==> src/sv/mks_pkg.sv <==
// ----------------------------------------------------------------------------
// Keypad scanner package
// Types and constants shared by the keypad scanner modules.
// ----------------------------------------------------------------------------
`default_nettype none

package mks_pkg;

    localparam int ROW_W       = 4;
    localparam int COL_W       = 2;
    localparam int CODE_W      = 4;
    localparam int SETTLE_W    = 16;
    localparam int TDATA_W     = 8;
    localparam int QUEUE_DEPTH = 2;

    localparam logic [SETTLE_W-1:0] SETTLE_RESET = 16'd4;
    localparam logic [COL_W-1:0]    LAST_COL     = 2'd3;

    typedef enum logic [1:0] {
        PH_IDLE,
        PH_SETTLE,
        PH_CAPTURE,
        PH_WATCH
    } phase_t;

    typedef struct packed {
        logic       hit;
        logic [1:0] row;
    } row_class_t;

endpackage

`default_nettype wire

==> src/sv/mks_front.sv <==
// ----------------------------------------------------------------------------
// Keypad scanner front end
// Accepts row words and priority-encodes the active-low row lines.
// ----------------------------------------------------------------------------
`default_nettype none

module mks_front
(
    input  wire logic                      s_axis_tvalid,
    output logic                           s_axis_tready,
    input  wire logic [mks_pkg::ROW_W-1:0] row_sense,
    input  wire logic                      q_full,
    output logic                           q_push,
    output mks_pkg::row_class_t            q_data
);

    assign s_axis_tready = !q_full;
    assign q_push        = s_axis_tvalid && !q_full;

    // Row 3 has the highest priority
    always_comb
    begin
        q_data.hit = !(&row_sense);
        if (!row_sense[3])
        begin
            q_data.row = 2'd3;
        end
        else if (!row_sense[2])
        begin
            q_data.row = 2'd2;
        end
        else if (!row_sense[1])
        begin
            q_data.row = 2'd1;
        end
        else
        begin
            q_data.row = 2'd0;
        end
    end

endmodule

`default_nettype wire

==> src/sv/mks_queue.sv <==
// ----------------------------------------------------------------------------
// Keypad scanner queue
// Short FIFO of classified row words between front and back ends.
// ----------------------------------------------------------------------------
`default_nettype none

module mks_queue
#(
    parameter int DEPTH = mks_pkg::QUEUE_DEPTH
)
(
    input  wire logic                clk,
    input  wire logic                rst_n,
    input  wire logic                push,
    input  wire mks_pkg::row_class_t push_data,
    output logic                     full,
    input  wire logic                pop,
    output logic                     valid,
    output mks_pkg::row_class_t      pop_data
);

    localparam int PTR_W = (DEPTH > 1) ? $clog2(DEPTH) : 1;
    localparam int CNT_W = $clog2(DEPTH + 1);
    localparam logic [PTR_W-1:0] PTR_LAST = PTR_W'(DEPTH - 1);
    localparam logic [CNT_W-1:0] CNT_FULL = CNT_W'(DEPTH);

    mks_pkg::row_class_t entries_reg [DEPTH];
    logic [PTR_W-1:0] wr_ptr_reg, wr_ptr_next;
    logic [PTR_W-1:0] rd_ptr_reg, rd_ptr_next;
    logic [CNT_W-1:0] count_reg, count_next;
    logic             do_push, do_pop;

    assign full     = (count_reg == CNT_FULL);
    assign valid    = (count_reg != '0);
    assign pop_data = entries_reg[rd_ptr_reg];
    assign do_push  = push && !full;
    assign do_pop   = pop && valid;

    always_comb
    begin
        wr_ptr_next = wr_ptr_reg;
        rd_ptr_next = rd_ptr_reg;
        count_next  = count_reg;
        if (do_push)
        begin
            wr_ptr_next = (wr_ptr_reg == PTR_LAST) ? '0 : wr_ptr_reg + 1'b1;
        end
        if (do_pop)
        begin
            rd_ptr_next = (rd_ptr_reg == PTR_LAST) ? '0 : rd_ptr_reg + 1'b1;
        end
        if (do_push && !do_pop)
        begin
            count_next = count_reg + 1'b1;
        end
        else if (do_pop && !do_push)
        begin
            count_next = count_reg - 1'b1;
        end
    end

    always_ff @(posedge clk or negedge rst_n)
    begin
        if (!rst_n)
        begin
            wr_ptr_reg <= '0;
            rd_ptr_reg <= '0;
            count_reg  <= '0;
        end
        else
        begin
            wr_ptr_reg <= wr_ptr_next;
            rd_ptr_reg <= rd_ptr_next;
            count_reg  <= count_next;
        end
    end

    always_ff @(posedge clk)
    begin
        if (do_push)
        begin
            entries_reg[wr_ptr_reg] <= push_data;
        end
    end

endmodule

`default_nettype wire

==> src/sv/mks_back.sv <==
// ----------------------------------------------------------------------------
// Keypad scanner back end
// Steps the scan and debounce state machine and registers the result word.
// ----------------------------------------------------------------------------
`default_nettype none

module mks_back
(
    input  wire logic                         clk,
    input  wire logic                         rst_n,
    input  wire logic                         cfg_we,
    input  wire logic [mks_pkg::SETTLE_W-1:0] cfg_data,
    input  wire logic                         q_valid,
    input  wire mks_pkg::row_class_t          q_data,
    output logic                              q_pop,
    output logic                              m_axis_tvalid,
    input  wire logic                         m_axis_tready,
    output logic [mks_pkg::TDATA_W-1:0]       m_axis_tdata
);

    mks_pkg::phase_t phase_reg, phase_next;
    logic [mks_pkg::COL_W-1:0]    col_reg, col_next, col_frame;
    logic [mks_pkg::SETTLE_W-1:0] count_reg, count_next, count_dec;
    logic [mks_pkg::SETTLE_W-1:0] settle_ticks_reg;
    logic [mks_pkg::CODE_W-1:0]   held_reg, held_next, code, report;
    logic                         valid, frame_none;
    logic                         tvalid_reg, tvalid_next;
    logic [mks_pkg::TDATA_W-1:0]  tdata_reg, tdata_next;

    assign q_pop         = q_valid && (!tvalid_reg || m_axis_tready);
    assign m_axis_tvalid = tvalid_reg;
    assign m_axis_tdata  = tdata_reg;

    assign code       = {col_reg, q_data.row};
    assign frame_none = !q_data.hit && (col_reg == mks_pkg::LAST_COL);
    assign col_frame  = (q_data.hit || col_reg == mks_pkg::LAST_COL) ? '0 : col_reg + 1'b1;
    assign count_dec  = (count_reg != '0) ? count_reg - 1'b1 : count_reg;

    always_comb
    begin
        phase_next = phase_reg;
        col_next   = col_reg;
        count_next = count_reg;
        held_next  = held_reg;
        valid      = 1'b0;
        report     = '0;
        if (q_pop)
        begin
            unique case (phase_reg)
                mks_pkg::PH_IDLE:
                begin
                    col_next = col_frame;
                    if (q_data.hit)
                    begin
                        if (settle_ticks_reg == '0)
                        begin
                            phase_next = mks_pkg::PH_CAPTURE;
                        end
                        else
                        begin
                            count_next = settle_ticks_reg;
                            phase_next = mks_pkg::PH_SETTLE;
                        end
                    end
                end
                mks_pkg::PH_SETTLE:
                begin
                    col_next   = '0;
                    count_next = count_dec;
                    if (count_dec == '0)
                    begin
                        phase_next = mks_pkg::PH_CAPTURE;
                    end
                end
                mks_pkg::PH_CAPTURE:
                begin
                    col_next = col_frame;
                    if (q_data.hit)
                    begin
                        held_next  = code;
                        phase_next = mks_pkg::PH_WATCH;
                    end
                    else if (frame_none)
                    begin
                        phase_next = mks_pkg::PH_IDLE;
                    end
                end
                mks_pkg::PH_WATCH:
                begin
                    col_next = col_frame;
                    if (frame_none || (q_data.hit && code != held_reg))
                    begin
                        valid      = 1'b1;
                        report     = held_reg;
                        phase_next = mks_pkg::PH_IDLE;
                    end
                end
                default:
                begin
                    phase_next = mks_pkg::PH_IDLE;
                end
            endcase
        end
    end

    always_comb
    begin
        tvalid_next = tvalid_reg && !m_axis_tready;
        tdata_next  = tdata_reg;
        if (q_pop)
        begin
            tvalid_next = 1'b1;
            tdata_next  = {1'b0, report, valid, col_next};
        end
    end

    always_ff @(posedge clk or negedge rst_n)
    begin
        if (!rst_n)
        begin
            phase_reg        <= mks_pkg::PH_IDLE;
            col_reg          <= '0;
            count_reg        <= '0;
            held_reg         <= '0;
            settle_ticks_reg <= mks_pkg::SETTLE_RESET;
            tvalid_reg       <= 1'b0;
        end
        else
        begin
            phase_reg  <= phase_next;
            col_reg    <= col_next;
            count_reg  <= count_next;
            held_reg   <= held_next;
            tvalid_reg <= tvalid_next;
            if (cfg_we)
            begin
                settle_ticks_reg <= cfg_data;
            end
        end
    end

    always_ff @(posedge clk)
    begin
        tdata_reg <= tdata_next;
    end

endmodule

`default_nettype wire

==> src/sv/matrix_keypad_scan_debounce.sv <==
// ----------------------------------------------------------------------------
// 4x4 matrix keypad scanner with debounce
// Scans one column per word, debounces, reports released or changed keys.
// ----------------------------------------------------------------------------
// Each input word carries the active-low row lines of the column named by the
// previous result word; every input word yields exactly one result word. The
// block sustains one word per clock cycle unless the output stalls: the front
// end encodes the rows into a two-entry queue, and the back-end state machine
// takes one queued word per cycle into the output register, so each word is
// registered in the queue and then in the output register. s_axis_tready drops
// only when the queue is full because the output side is stalled.
`default_nettype none

module matrix_keypad_scan_debounce
#(
    parameter int QUEUE_DEPTH = mks_pkg::QUEUE_DEPTH
)
(
    input  wire logic                         clk,
    input  wire logic                         rst_n,
    input  wire logic                         cfg_we,
    input  wire logic [mks_pkg::SETTLE_W-1:0] cfg_data,
    input  wire logic                         s_axis_tvalid,
    output logic                              s_axis_tready,
    input  wire logic [mks_pkg::TDATA_W-1:0]  s_axis_tdata,  // [3:0] row_sense
    output logic                              m_axis_tvalid,
    input  wire logic                         m_axis_tready,
    // [1:0] column_drive, [2] key_valid, [6:3] key_code
    output logic [mks_pkg::TDATA_W-1:0]       m_axis_tdata
);

    logic                q_push, q_full, q_pop, q_valid;
    mks_pkg::row_class_t q_in, q_out;

    mks_front u_front
    (
        .s_axis_tvalid (s_axis_tvalid),
        .s_axis_tready (s_axis_tready),
        .row_sense     (s_axis_tdata[mks_pkg::ROW_W-1:0]),
        .q_full        (q_full),
        .q_push        (q_push),
        .q_data        (q_in)
    );

    mks_queue #(.DEPTH(QUEUE_DEPTH)) u_queue
    (
        .clk       (clk),
        .rst_n     (rst_n),
        .push      (q_push),
        .push_data (q_in),
        .full      (q_full),
        .pop       (q_pop),
        .valid     (q_valid),
        .pop_data  (q_out)
    );

    mks_back u_back
    (
        .clk           (clk),
        .rst_n         (rst_n),
        .cfg_we        (cfg_we),
        .cfg_data      (cfg_data),
        .q_valid       (q_valid),
        .q_data        (q_out),
        .q_pop         (q_pop),
        .m_axis_tvalid (m_axis_tvalid),
        .m_axis_tready (m_axis_tready),
        .m_axis_tdata  (m_axis_tdata)
    );

endmodule

`default_nettype wire

==> config.mk <==
export PLATFORM = sky130hd
export DESIGN_NAME = matrix_keypad_scan_debounce
export DESIGN_NICKNAME = d
export VERILOG_FILES = /design/src/sv/mks_pkg.sv /design/src/sv/mks_front.sv /design/src/sv/mks_queue.sv /design/src/sv/mks_back.sv /design/src/sv/matrix_keypad_scan_debounce.sv
export SDC_FILE = /design/constraint.sdc
export NUM_CORES = 1
export LEC_CHECK = 0
export BUFFER_PORTS_ARGS = -buffer_cell sky130_fd_sc_hd__buf_2
export CAP_MARGIN = 20
export CORE_MARGIN = 2
export CORE_UTILIZATION = 50
export DETAILED_ROUTE_END_ITERATION = 10
export GPL_TIMING_DRIVEN = 0
export PLACE_DENSITY = 0.8
export SLEW_MARGIN = 40
export SYNTH_ARGS = -nofsm -noshare
export SYNTH_HDL_FRONTEND = slang
export SYNTH_SLANG_ARGS = --single-unit
==> constraint.sdc <==
create_clock -name clk -period 3.05 [get_ports clk]
set_input_delay 0.305 -clock clk [delete_from_list [all_inputs] [get_ports clk]]
set_output_delay 0.305 -clock clk [all_outputs]
set_load 0.03 [all_outputs]
==> qor.txt <==
Post-Synth Simple-Gate Area: 18.8%
Slowest cell on the critical path: dfrtp_1
Initial DRT Pass Iterations: 5
Slew headroom: 56.5%
Pre-CTS WS: 0.345 ns
CP peak stage delay: 0.44 ns
P&R area growth vs syn: 13.9%
CTS tree: built
Initial drt markers: 207
Initial cell density of the core: 51.3%
Worst path required time: 3.27 ns
Global Route Usage Sum: 22.7%
Core ar.: 5890 µm²
Row count: 28
Io pins: 39
Fmax: 366 MHz
CP endpoint kind: flop
Die ar.: 6680 µm²
Crit Path Max Fanout: 7
Reg clk slew, reported paths: 0.06 ns
Top_reg_cell synth: dfrtp_1
Crit start category: flop
Detail Placement HPWL: 4840 µm
H-tree depth: 3
Diodes inserted: 0
Status: finished, final reports clean
Max-slew violations: 0
Worst path top cell family by delay: simple AND/OR/NAND/NOR gates
Worst path buffer plus inverter count: 1
Root Buffer: clkbuf_8
VDD IR-drop max: 0.552 mV
Final WL: 6710 µm
Class of the worst hold path: input pin to flop
Largest family of logic cells by synthesized area: simple AND/OR/NAND/NOR gates
Die Height: 81.7 µm
Synthesized cell area: 3020 µm²
Per-cell routed wire length: 16.1 µm
Total placed cells including tap cells: 401
Largest net degree at the start of global routing: 46
Post-Syn Nets: 327
Final core utilization: 58.4%
Nets: 371
Clock latency on the worst-skew pair: 0.34 ns
PwrDens: 951 nW/µm²
Post-route setup TNS: 0 ns
Multiplexer share of the synthesized area: 7.00%
Crit-path most repeated cell: or3_4
Synth top area share: 36.5%
CTS Sinks: 58
Via count: 2460
Setup violations, final: 0
Ratio of cells with drive above 1 in the final layout: 21.3%
Data arrival time of the critical path: 2.95 ns
Top cells by count, synth: 44 x dfrtp_1, 27 x nand2_1, 21 x o21ai_0
RSZ-0062 raised after global routing: no
Endpoints failing hold: 0
Distinct cells, synth: 50
Slack of the critical path: 0.316 ns
Post-DRT Antenna Nets: 0
Cells after Synth: 294
RD Place Congestion: 1.01
Period minus WS final: 2.73 ns
Aggregate global routing overflow: 0
Worst path depth: 9
Cell Chain, Critical Path: inv_1, ha_1, nor3b_2, nand4_2, or3_4, or3_4, a2111oi_4, a41oi_1, nand2b_1
Layout Skew: 0.00744 ns
First-pass GRT wire length: 11200 µm
Initial antenna violation count: 0
Max Cap Viol: 0
Most common cell in the netlist: dfrtp_1
Crit share post-route: 89.6%
Async set-reset flop share out of synthesis: 77.6%
Clk buf depth: 2
Area leader, netlist: dfrtp_1
Ys Warns: 0
Top cells by area, synth: dfrtp_1 36%, edfxtp_1 13%, mux2_2 6.3%
Residual DRC: 0
Seq/Total Area, Yosys: 50.2%
Slew @ Worst Pin: 0.646 ns
Post-synth EDFFs: 13
Worst reg2reg path depth: 9
Post-Synth XOR/XNOR Area: 3.19%
Total power: 3.27 mW
DR vias/cell: 5.90
Vias in the first global route: 2424
Post-Synth Adder-Cell Area: 1.66%
IO buf count: 32
Worst hold path depth: 3
FF+latch count, synth: 58
Critical path class: flop to flop
Synth Area in Compound Gates: 15.9%
Non-filler cells, final: 417
TritonCTS buffer count: 9
Die X: 81.7 µm
Syn avg cell area: 10.3 µm²
Leakage: 1.41 nW
## kinds of logic after synthesis
kind of cell               Yosys count
and+or+nand+nor                    103
AOI/OAI and AO/OA                   75
buffers and inverters               23
DFF                                 58
muxes                               19
xor gates and xnor gates            11
other                                1
adders and majority gates            4
## placed cells by master, fill, tap and decap left out, drive strengths merged, types with 3 or more instances in the layout
cell type   n
a21oi      19
a31oi       3
and2        6
and3        3
buf        33
clkbuf     24
clkinv      3
dfrtp      44
edfxtp     13
ha          4
inv        10
mux2       17
nand2      27
nand2b      5
nand3      11
nand4       4
nor2       17
nor3        8
nor4        8
o21ai      21
o22ai      15
or3         6
xnor2       9
## repair_timing
item	CTS	global route
buffers inserted	0	0
setup endpoints to repair	0	0
hold buffers	1	0
gates resized for setup	0	0
endpoints found under the hold margin	44	0
## power by group
part           internal, mW  switching, mW  leakage [nW]
combinational         0.543          0.864         0.659
sequential             1.03          0.256         0.673
clock                 0.288          0.285        0.0778
## layout make-up
type / instances / area [µm²]
buffer: 13 / 52.6
clock inverter: 3 / 17.5
fill: 542 / 2450
multi-input combinational: 213 / 1410
tap: 75 / 93.8
clock buffer: 12 / 135
sequential: 58 / 1520
timing repair buffer: 33 / 173
inverter: 10 / 37.5
## routing by layer
layer	part of all wire (%)	track usage, %
met5	0	0
met4	1.6	9.67
met3	5.6	7.14
met2	50	36.8
met1	43	28.0
## worst reg2reg max path, stage by stage (launching register included)
cell and delay [ns]:
dfrtp_1 0.44, inv_1 0.12, ha_1 0.15, nor3b_2 0.29, nand4_2 0.17, or3_4 0.38
or3_4 0.35, a2111oi_4 0.36, a41oi_1 0.17, nand2b_1 0.17
## path summary, 6_finish.rpt
check                                         endpoint                 from  slack, ns
hold reg to reg                     u_queue.wr_ptr_reg   u_queue.wr_ptr_reg       0.50
setup reg to reg                   u_back.phase_reg[0]  u_back.count_reg[0]       0.32
min in group asynchronous  u_back.settle_ticks_reg[14]                rst_n       0.52
setup / recovery                   u_back.phase_reg[0]  u_back.count_reg[0]       0.32
hold / removal              u_back.settle_ticks_reg[0]          cfg_data[0]       0.17
max in group asynchronous            u_back.col_reg[1]                rst_n       2.14
## through the flow
step	hold slack [ns]	area, µm²
5_1_grt	0.171	3440
3_3_place_gp	0.476	3270
6_report	0.168	3440
3_5_place_dp	0.342	3280
2_1_floorplan	0.00941	3020
4_1_cts	0.159	3440
Power figures use the tool's default switching activity.
